--- config.mk ---
export PLATFORM = sky130hd
export DESIGN_NAME = lpht_ctrl
export DESIGN_NICKNAME = d
export VERILOG_FILES = /design/src/rtl/lpht_pkg.sv /design/src/rtl/lpht_ctrl.sv
export VERILOG_INCLUDE_DIRS = /design/src /design/src/rtl
export SDC_FILE = /design/constraint.sdc
export NUM_CORES = 1
export LEC_CHECK = 0
export ABC_AREA = 1
export BUFFER_PORTS_ARGS = -buffer_cell sky130_fd_sc_hd__buf_2
export CAP_MARGIN = 30
export CELL_PAD_IN_SITES_DETAIL_PLACEMENT = 1
export CELL_PAD_IN_SITES_GLOBAL_PLACEMENT = 2
export CORE_UTILIZATION = 19
export CTS_CLUSTER_SIZE = 24
export DETAILED_ROUTE_END_ITERATION = 12
export PLACE_DENSITY_LB_ADDON = 0.25
export SLEW_MARGIN = 20
export SYNTH_ARGS = -nofsm -noshare
export SYNTH_HDL_FRONTEND = slang
export SYNTH_SLANG_ARGS = --single-unit
export TNS_END_PERCENT = 10
--- constraint.sdc ---
create_clock -name clk -period 1.4 [get_ports clk]
set_input_delay 0.14 -clock clk [delete_from_list [all_inputs] [get_ports clk]]
set_output_delay 0.14 -clock clk [all_outputs]
set_load 0.02 [all_outputs]
--- src/rtl/linear_probe_hash_table_assert.svh ---
// Assertion macros used by the hash table control module.
// Each macro expects clk and rst_n to be in scope where it is used.
`ifndef LINEAR_PROBE_HASH_TABLE_ASSERT_SVH
`define LINEAR_PROBE_HASH_TABLE_ASSERT_SVH
`ifndef SYNTHESIS
`define LPHT_ASSERT(label, prop, msg) \
    label: assert property (@(posedge clk) disable iff (!rst_n) prop) else $error(msg);
`define LPHT_NEVER(label, expr, msg) \
    `LPHT_ASSERT(label, !(expr), msg)
`else
`define LPHT_ASSERT(label, prop, msg)
`define LPHT_NEVER(label, expr, msg)
`endif
`endif

--- src/rtl/lpht_pkg.sv ---
`timescale 1ns / 1ps

package lpht_pkg;

    localparam int KEY_BYTES_MAX = 8;
    localparam int KEY_W = 64;
    localparam int VALUE_W = 32;
    localparam int HASH_W = 32;
    localparam logic [HASH_W-1:0] HASH_SEED = 32'd5381;
    localparam int HASH_SHIFT = 5;

    localparam logic MODE_GET = 1'b1;

    typedef logic [2:0] res_code_t;

    localparam res_code_t RES_INSERTED = 3'd0;
    localparam res_code_t RES_UPDATED = 3'd1;
    localparam res_code_t RES_FULL = 3'd2;
    localparam res_code_t RES_FOUND = 3'd3;
    localparam res_code_t RES_MISSING = 3'd4;

    typedef struct packed {
        logic               valid;
        logic [KEY_W-1:0]   key;
        logic [VALUE_W-1:0] value;
    } row_t;

    typedef struct packed {
        logic      clear_step;
        logic      load;
        logic      hash_step;
        logic      probe_init;
        logic      read;
        logic      advance;
        logic      write;
        logic      finish;
        res_code_t res_code;
    } cmd_t;

    typedef struct packed {
        logic clear_last;
        logic hash_done;
        logic mode_get;
        logic slot_valid;
        logic key_match;
        logic last_probe;
    } sts_t;

    // The key ends at its first zero byte or after key_chars bytes; all later bytes are cleared.
    function automatic logic [KEY_W-1:0] normalize_key(input logic [KEY_W-1:0] raw,
                                                       input int unsigned key_chars);
        logic [KEY_W-1:0] kept;
        logic             alive;
        logic [7:0]       b;
        kept = '0;
        alive = 1'b1;
        for (int i = 0; i < KEY_BYTES_MAX; i++)
        begin
            b = raw[KEY_W-1-8*i -: 8];
            if ((i >= int'(key_chars)) || (b == 8'd0))
            begin
                alive = 1'b0;
            end
            if (alive)
            begin
                kept[KEY_W-1-8*i -: 8] = b;
            end
        end
        return kept;
    endfunction

endpackage

--- src/rtl/lpht_ctrl.sv ---
`timescale 1ns / 1ps
`include "linear_probe_hash_table_assert.svh"

module lpht_ctrl (
    input  logic           clk,
    input  logic           rst_n,
    input  logic           start,
    output logic           busy,
    output logic           done,
    output lpht_pkg::cmd_t cmd,
    input  lpht_pkg::sts_t sts
);

    localparam logic [2:0] ST_CLEAR = 3'd0;
    localparam logic [2:0] ST_IDLE  = 3'd1;
    localparam logic [2:0] ST_HASH  = 3'd2;
    localparam logic [2:0] ST_READ  = 3'd3;
    localparam logic [2:0] ST_CHECK = 3'd4;

    logic [2:0] state_reg;
    logic [2:0] state_next;
    logic       done_reg;
    logic       done_next;

    always_ff @(posedge clk or negedge rst_n)
    begin
        if (!rst_n)
        begin
            state_reg <= ST_CLEAR;
            done_reg  <= 1'b0;
        end
        else
        begin
            state_reg <= state_next;
            done_reg  <= done_next;
        end
    end

    always_comb
    begin
        cmd        = '0;
        state_next = state_reg;
        done_next  = 1'b0;
        case (state_reg)
            ST_CLEAR:
            begin
                cmd.clear_step = 1'b1;
                if (sts.clear_last)
                begin
                    state_next = ST_IDLE;
                end
            end
            ST_IDLE:
            begin
                if (start)
                begin
                    cmd.load   = 1'b1;
                    state_next = ST_HASH;
                end
            end
            ST_HASH:
            begin
                if (sts.hash_done)
                begin
                    cmd.probe_init = 1'b1;
                    state_next     = ST_READ;
                end
                else
                begin
                    cmd.hash_step = 1'b1;
                end
            end
            ST_READ:
            begin
                cmd.read   = 1'b1;
                state_next = ST_CHECK;
            end
            ST_CHECK:
            begin
                if (!sts.slot_valid)
                begin
                    cmd.finish   = 1'b1;
                    cmd.write    = !sts.mode_get;
                    cmd.res_code = sts.mode_get ? lpht_pkg::RES_MISSING
                                                : lpht_pkg::RES_INSERTED;
                end
                else if (sts.key_match)
                begin
                    cmd.finish   = 1'b1;
                    cmd.write    = !sts.mode_get;
                    cmd.res_code = sts.mode_get ? lpht_pkg::RES_FOUND
                                                : lpht_pkg::RES_UPDATED;
                end
                else if (sts.last_probe)
                begin
                    cmd.finish   = 1'b1;
                    cmd.res_code = sts.mode_get ? lpht_pkg::RES_MISSING
                                                : lpht_pkg::RES_FULL;
                end
                else
                begin
                    cmd.advance = 1'b1;
                    state_next  = ST_READ;
                end
                if (cmd.finish)
                begin
                    state_next = ST_IDLE;
                    done_next  = 1'b1;
                end
            end
            default:
            begin
                state_next = ST_IDLE;
            end
        endcase
    end

    assign busy = (state_reg != ST_IDLE);
    assign done = done_reg;

    `LPHT_ASSERT(a_done_after_check, done |-> $past(state_reg == ST_CHECK), "result beat without a check")
    `LPHT_ASSERT(a_done_in_idle, done |-> (state_reg == ST_IDLE), "result beat while busy")
    `LPHT_NEVER(a_get_writes, cmd.write && sts.mode_get, "get wrote the table")
    `LPHT_ASSERT(a_start_hashes, (start && !busy) |=> (state_reg == ST_HASH), "accepted beat not hashed")

endmodule
==> results of run 1 <==
[layer usage]
| layer | vias up | global-route usage, % | share of wire [%] |
|---|---|---|---|
| met5 | - | 0 | 0 |
| met4 | 0 | 0 | 0 |
| met3 | 0 | 4.800 | 4.2 |
| met2 | 11 | 13.91 | 44 |
| met1 | 170 | 13.48 | 52 |
| li1 | 205 | - | - |
[per-stage QoR]
stage               setup WS [ns]  utilization, %  cells  setup TNS (ns)  total power, uW
finish                    0.03432           32.25    101               0             1096
floorplan                  0.1088               -     50               0            714.6
global placement           0.1937           27.68     95               0            858.2
CTS                      -0.03608           30.43    100        -0.03680             1043
global route             -0.01984           32.25    101        -0.03567             1179
detailed placement         0.1601           27.68     95               0            858.8
[area by class of cell]
cell class / instances / share of cell area, %
clock buffer: 3 / 4.045
multi-input combinational: 33 / 37.30
inverter: 11 / 7.416
tap: 25 / 5.618
timing repair buffer: 25 / 27.64
sequential: 4 / 17.98
[worst min-delay path by stage]
stage / from / end / slack (ns) / depth (start not counted)
after floorplan: rst_n / done / -0.16 / 0
after global placement: rst_n / done / -0.05 / 1
after detailed placement: rst_n / done / -0.05 / 1
after CTS: start / state_reg[0] / 0.13 / 2
after global routing: start / state_reg[0] / 0.13 / 2
final: start / state_reg[0] / 0.14 / 2
[power breakdown]
group          switching (uW)  internal [uW]  leakage [uW]  total, uW
registers                51.0            164     0.0000512        215
clock network            45.3           95.7     0.0000138        141
logic                     451            288      0.000269        740
total                     548            548      0.000334       1100
[synthesized netlist by cell type (2+ instances only)]
master,count,area [um2]
a21oi_1,2,10.01
nand2_1,8,30.03
nor3_2,2,20.02
dfrtp_1,4,100.1
nor2_1,8,30.03
nor3_1,4,20.02
inv_1,8,30.03
inv_2,3,11.26
[kinds of logic after synthesis]
kind of cell	count (synthesis)	share of synthesized area, %
buffers and inverters	13	17.02
DFF	4	28.37
and+or+nand+nor	29	48.58
AOI/OAI and AO/OA	4	6.028
[repair_timing]
action	4_1_cts	5_1_grt
resized for setup	3	7
hold buffers	1	0
endpoints found under the setup margin	8	7
endpoints found under the hold margin	4	0
buffers inserted	1	1
pin swaps	0	1
==> impl_metrics.toml, run 1 <==
[clock_network]
cts_max_path_buffers = 2
cts_made_buffers = 3
ctsHtreeMaxLevel = 1
cts_tree = "yes"
cts-root-buf = "clkbuf_4"
clock_latency_ns = 0.23
clkSlewWorstSetupHoldPaths_ns = 0.03
clock_sinks = 4

[timing]
fin_crit_ns = 1.366
fmax_ghz = 0.7322
slew_headroom_pct = 86.99
hold_viol_final = 0
finClkSkew_ns = 0.005675
worstMarginPinSlew_ns = 0.1931
period_share_pct = 97.55
final-setup-viol-count = 0
grt_setup_unrepaired = "true"
slew_violations = 0
timing.hold.ws_ns = 0.1358

[drt]
vias_per_cell = 3.822
drt_iter0_markers = 2
wl_per_cell_um = 8.743
dr_total_vias = 386
ant_nets = 0
drt-pass1-iter-count = 3
routed_wl_um = 883
route.detailed.drc = 0

[synthesis]
ys_ff_latch = 4
ys_async_sr_fraction_pct = 100.0
netlist_area_um2 = 352.8
syn_nets = 59
synth_cell_type_count = 19
synth_edf_count = 0
seq_area_frac_synth_pct = 28.37
ys.flop_type = "dfrtp_1"
syn_inst = 50
avgSynthCellArea_um2 = 7.057
ys_warn_count = 0

[critical_path]
reg2reg_to = "state_reg[1]"
r2r.worst_path.cells = 7
max_stage_delay_ns = 0.41
critical_path_required_ns = 1.26
critPathCapture = "cmd[1]"
cp.arrival_ns = 1.23
crit_path_top_delay_cell = "dfrtp_1"
path_max_fanout = 5
r2r-start = "state_reg[0]"
startpoint = "state_reg[0]"
r2r_setup_slack_ns = 0.30
path_buf_inv = 1
critPathCaptureType = "output port"
start_kind = "flop"
worstSetupPathDepth = 4
path_cells = "nor2_4 -> nand2_4 -> nor3_2 -> buf_4"
worst_path_dominant_cell_family = "simple AND/OR/NAND/NOR gates"
path_class = "reg2out"

[grt]
track_usage_pct = 9.559
grt_max_degree = 6
antenna_found_initial = 0
overflow = 0
grt_pass1_wl_um = 1407
grt_pass1_vias = 341

[die]
die_w_um = 45.10
core_mm2 = 0.001727
dieArea_mm2 = 0.002034
num_io_pins = 22
start_util_pct = 20.43
placementRows = 15
die_h_um = 45.10

[final_layout]
fillers = 237
final_cell_mix = "16 x buf_2, 8 x inv_1, 8 x nand2_1"
syn2layout_area_growth_pct = 57.80
final_common_cell = "buf_2"
multi_input_area_um2 = 207.7
seq_area_um2 = 100.1
fin_area_um2 = 556.8
antenna_cells = 0
largest_reg_flops = 3
nNetsFinal = 87
layout-drive-gt1-share_pct = 51.32

[pwr]
p_per_area_mw_per_mm2 = 1968
p_leak_uw = 0.0003337
ir_drop_mv = 0.9121

[placed_design]
portBuffers = 21
gp_congestion = 0.6382
hpwl_um = 718
place_area_um2 = 478.0

[hold_path]
holdCritPathClass = "in2reg"

[run_status]
outcome = "completed"

[job]
maxCapViolCount = 0
Note: power is estimated with default switching activity, not from simulation.
==> run 2, diff against run 1 <==
Settings changed: CORE_ASPECT_RATIO set to 1.1.
==> run 2 against run 1 <==
Against the previous run:
- register-to-register slack got worse by 0.04 ns
- clock skew decreased by 0.0022 ns
- final cell count decreased by 8.9%
- global-route usage about the same
- via count increased by 2.1%
- critical path type unchanged
- critical path depth unchanged
- combinational power decreased by 4.6%
- design area increased by 2.5%
==> impl_metrics.toml, run 2 (synthesized netlist as in run 1, its figures left out) <==
[critical_path]
path_class = "reg2out"
r2r.worst_path.cells = 8
critPathCaptureType = "output port"
path_max_fanout = 8
cp.arrival_ns = 1.20
critical_path_required_ns = 1.26
start_kind = "flop"

[job]
maxCapViolCount = 0

[die]
placementRows = 15
num_io_pins = 22
die_w_um = 43.09
core_mm2 = 0.001652
die_h_um = 47.20
start_util_pct = 21.36
dieArea_mm2 = 0.002033

[clock_network]
cts_tree = "yes"
clock_sinks = 4
clkSlewWorstSetupHoldPaths_ns = 0.04
cts_made_buffers = 3
cts-root-buf = "clkbuf_4"
cts_max_path_buffers = 2
ctsHtreeMaxLevel = 1
clock_latency_ns = 0.23

[placed_design]
portBuffers = 21
gp_congestion = 0.6686
hpwl_um = 775.7
post-place-cells = 86

[final_layout]
nNetsFinal = 86
layout-drive-gt1-share_pct = 58.67
final_common_cell = "buf_2"
fillers = 214
largest_reg_flops = 3
syn2layout_area_growth_pct = 61.70
antenna_cells = 0
fin_cells = 92
final_cell_mix = "13 x buf_2, 7 x inv_1, 7 x nand2_1, 7 x buf_4, 5 x nor2_1"

[timing]
timing.hold.ws_ns = 0.1522
fmax_ghz = 0.7445
fin_crit_ns = 1.343
slew_headroom_pct = 81.24
hold_viol_final = 0
slew_violations = 0
worstMarginPinSlew_ns = 0.2814
finalSetupTns_ns = 0
final-setup-viol-count = 0
period_share_pct = 95.94
finClkSkew_ns = 0.003484
grt_setup_unrepaired = "true"

[pwr]
pwr-share-seq_pct = 23.6
p_comb_share_pct = 63.5
p_per_area_mw_per_mm2 = 1948
p_clk_share_pct = 12.9
report.power.total_uw = 1112
power_switching_share_pct = 51.18
p_leak_uw = 0.0003294
p_int_uw = 542.7
switchingPower_uw = 568.9
ir_drop_mv = 0.9206

[run_status]
outcome = "completed"

[drt]
routed_wl_um = 933
route.detailed.drc = 0
wl_per_cell_um = 10.14
drt_iter0_markers = 1
dr_total_vias = 394
ant_nets = 0
vias_per_cell = 4.283
drt-pass1-iter-count = 3

[hold_path]
holdCritPathClass = "in2reg"
whs_path_depth = 2

[grt]
grt_max_degree = 9
antenna_found_initial = 0
track_usage_pct = 9.532
overflow = 0
grt_pass1_wl_um = 1359
grt_pass1_vias = 325
## run 2: power by group through the flow
| stage | Clock (uW) | Combinational [uW] | Sequential (uW) |
|---|---|---|---|
| final | 144 | 706 | 262 |
| after global routing | 159 | 775 | 271 |
| after CTS | 148 | 639 | 248 |
| after detailed placement | 0 | 607 | 240 |
| after global placement | 0 | 603 | 236 |
| after floorplan | 0 | 515 | 200 |
## run 2: metal layers
metal	routed length (um)	GRT usage (%)	part of all wire (%)
met1	416	12.10	45
met2	451	14.63	48
met3	65	3.846	7.0
met4	0	3.636	0
met5	0	0	0
## run 2: repair_timing
item / in CTS / in global routing
pin swaps: 1 / 6
setup buffers: 1 / 1
gates resized for setup: 3 / 18
hold buffers: 1 / 0
endpoints found under the hold margin: 4 / 0
endpoints found under the setup margin: 9 / 7
## run 2: area by class of cell
type / instances / area (um2) / area share [%]
repair buffers: 24 / 161.4 / 28.29
flip-flops and latches: 4 / 101.3 / 17.76
clock buffers: 3 / 22.52 / 3.947
multi-input cells: 33 / 222.7 / 39.04
inverters: 11 / 41.29 / 7.237
well taps: 17 / 21.27 / 3.728
## run 2: metrics by stage
stage | utilization, % | setup WS [ns] | instance area [um2]
after detailed placement | 27.88 | 0.1287 | 460.4
after global placement | 27.88 | 0.1491 | 460.4
after floorplan | - | 0.1088 | 352.8
after CTS | 30.68 | 0.002953 | 506.7
after global routing | 34.55 | -0.005982 | 570.5
final | 34.55 | 0.05681 | 570.5
## run 2: critical path, stage by stage (launching register included)
cell     delay (ns)
dfrtp_2        0.50
nor2_8         0.16
nand2_4        0.06
nor2_1         0.08
buf_2          0.16
## run 2: path summary, 6_finish.rpt
| kind | start | to | slack, ns |
|---|---|---|---|
| min | start | state_reg[0] | 0.15 |
| min reg2reg | state_reg[0] | done | 0.66 |
| min in group asynchronous | rst_n | done | 0.24 |
| max reg2reg | state_reg[2] | state_reg[1] | 0.26 |
| max | state_reg[2] | cmd[9] | 0.06 |
| max in group asynchronous | rst_n | state_reg[2] | 1.03 |
==> run 3, diff against run 2 <==
Settings changed: CELL_PAD_IN_SITES_DETAIL_PLACEMENT 1 to 0, CELL_PAD_IN_SITES_GLOBAL_PLACEMENT 2 to 1, CORE_ASPECT_RATIO 1.1 to unset, CORE_UTILIZATION 19 to 25.
==> run 3 against run 2 <==
Against the previous run:
- routed wire length decreased by 21%
- design area down 9.0%
- via count shrank 5.6%
- clock-buffer cell count is the same
- sequential cell count stayed put
- worst hold slack worse by 0.021 ns
- global-route usage is 0.23 points higher
- clock power is essentially flat
- combinational power fell by 9.9%
- critical path depth decreased by 1
- clock skew about the same
- largest power group unchanged
==> impl_metrics.toml, run 3 (synthesized netlist as in run 1, its figures left out) <==
[die]
die_h_um = 39.57
placementRows = 13
num_io_pins = 22
dieArea_mm2 = 0.001565
start_util_pct = 27.12
die_w_um = 39.57
core_mm2 = 0.001301

[critical_path]
path_max_fanout = 8
r2r-start = "state_reg[1]"
path_buf_inv = 1
start_kind = "flop"
max_stage_delay_ns = 0.51
worst_path_dominant_cell_family = "flip-flops"
critPathCaptureType = "output port"
critical_path_required_ns = 1.26
path_cells = "nand2_2 -> nor3_2 -> buf_4"
reg2reg_to = "state_reg[1]"
r2r_setup_slack_ns = 0.25
path_class = "reg2out"
crit_path_top_delay_cell = "dfrtp_2"
cp.arrival_ns = 1.24
r2r.worst_path.cells = 8

[final_layout]
final_cell_mix = "17 x buf_2, 8 x inv_1, 8 x nand2_1"
layout-drive-gt1-share_pct = 50.67
nNetsFinal = 86
syn2layout_area_growth_pct = 47.16
final_common_cell = "buf_2"
fin_area_um2 = 519.2
fillers = 146
largest_reg_flops = 3
antenna_cells = 0

[placed_design]
place_area_um2 = 457.9
portBuffers = 21
gp_congestion = 0.6662
hpwl_um = 599.2

[drt]
route.detailed.drc = 0
dr_total_vias = 372
wl_per_cell_um = 8.167
drt-pass1-iter-count = 3
ant_nets = 0
drt_iter0_markers = 2
routed_wl_um = 735
vias_per_cell = 4.133

[pwr]
ir_drop_mv = 1.305
p_leak_uw = 0.0003158
p_per_area_mw_per_mm2 = 1972

[clock_network]
cts_tree = "yes"
clock_latency_ns = 0.24
clock_sinks = 4
cts-root-buf = "clkbuf_4"
ctsHtreeMaxLevel = 1
cts_made_buffers = 3
cts_max_path_buffers = 2
clkSlewWorstSetupHoldPaths_ns = 0.04

[timing]
worstMarginPinSlew_ns = 0.2606
finClkSkew_ns = 0.003939
grt_setup_unrepaired = "true"
hold_viol_final = 0
fin_crit_ns = 1.382
slew_headroom_pct = 82.62
fmax_ghz = 0.7236
final-setup-viol-count = 0
period_share_pct = 98.71
finalSetupTns_ns = 0
slew_violations = 0

[grt]
track_usage_pct = 9.765
grt_pass1_wl_um = 1007
antenna_found_initial = 0
overflow = 0
grt_pass1_vias = 240
grt_max_degree = 9

[hold_path]
whs_path_depth = 2
min_from = "start"
holdCritPathClass = "in2reg"
hold_path_end = "state_reg[0]"

[run_status]
outcome = "completed"

[job]
maxCapViolCount = 0
run 3: through the flow:
stage / utilization (%) / cells / worst slack [ns] / hold WS (ns) / power (uW)
finish: 39.90 / 90 / 0.01810 / 0.1309 / 1024
detailed placement: 35.19 / 84 / 0.1281 / -0.05209 / 825.2
global placement: 35.19 / 84 / 0.1513 / -0.05194 / 836.0
floorplan: - / 50 / 0.1088 / -0.1556 / 714.6
global route: 39.90 / 90 / -0.04224 / 0.1415 / 1108
CTS: 39.13 / 90 / 0.001354 / 0.1271 / 1034
run 3: final cells by class:
type	count	area (um2)	share of cell area, %
inverters	11	41.29	7.952
repair buffers	24	140.1	26.99
well taps	15	18.77	3.614
multi-input cells	33	195.2	37.59
flip-flops and latches	4	101.3	19.52
clock buffers	3	22.52	4.337
run 3: worst max-delay path by stage:
| stage | startpoint | to | slack (ns) | cells after the start |
|---|---|---|---|---|
| 6_report | state_reg[2] | cmd[1] | 0.02 | 3 |
| 5_1_grt | state_reg[1] | cmd[5] | -0.04 | 5 |
| 4_1_cts | state_reg[2] | cmd[1] | 0.001 | 3 |
| 3_5_place_dp | state_reg[2] | cmd[1] | 0.13 | 3 |
| 3_3_place_gp | state_reg[2] | cmd[1] | 0.15 | 3 |
| 2_1_floorplan | state_reg[1] | cmd[0] | 0.11 | 3 |
run 3: metal layers:
metal / vias to the layer above / routed length [um] / global-route usage, %
met1: 151 / 364 / 15.65
met5: - / 0 / 0
met4: 0 / 0 / 0
met2: 14 / 298 / 10.25
li1: 207 / - / -
met3: 0 / 73 / 6.818
run 3: report_power, final:
part | total (uW) | internal (uW) | leakage (uW) | switching, uW
Clock | 142 | 95.8 | 0.0000138 | 46.0
Sequential | 246 | 166 | 0.0000498 | 79.9
Combinational | 636 | 248 | 0.000252 | 388
run 3: repair_timing:
action                     in CTS  in global routing
hold endpoints to repair        4                  0
setup endpoints to repair       9                  6
hold buffers                    1                  0
pin swaps                       1                  1
setup buffers                   2                  0
resized for setup               2                  4
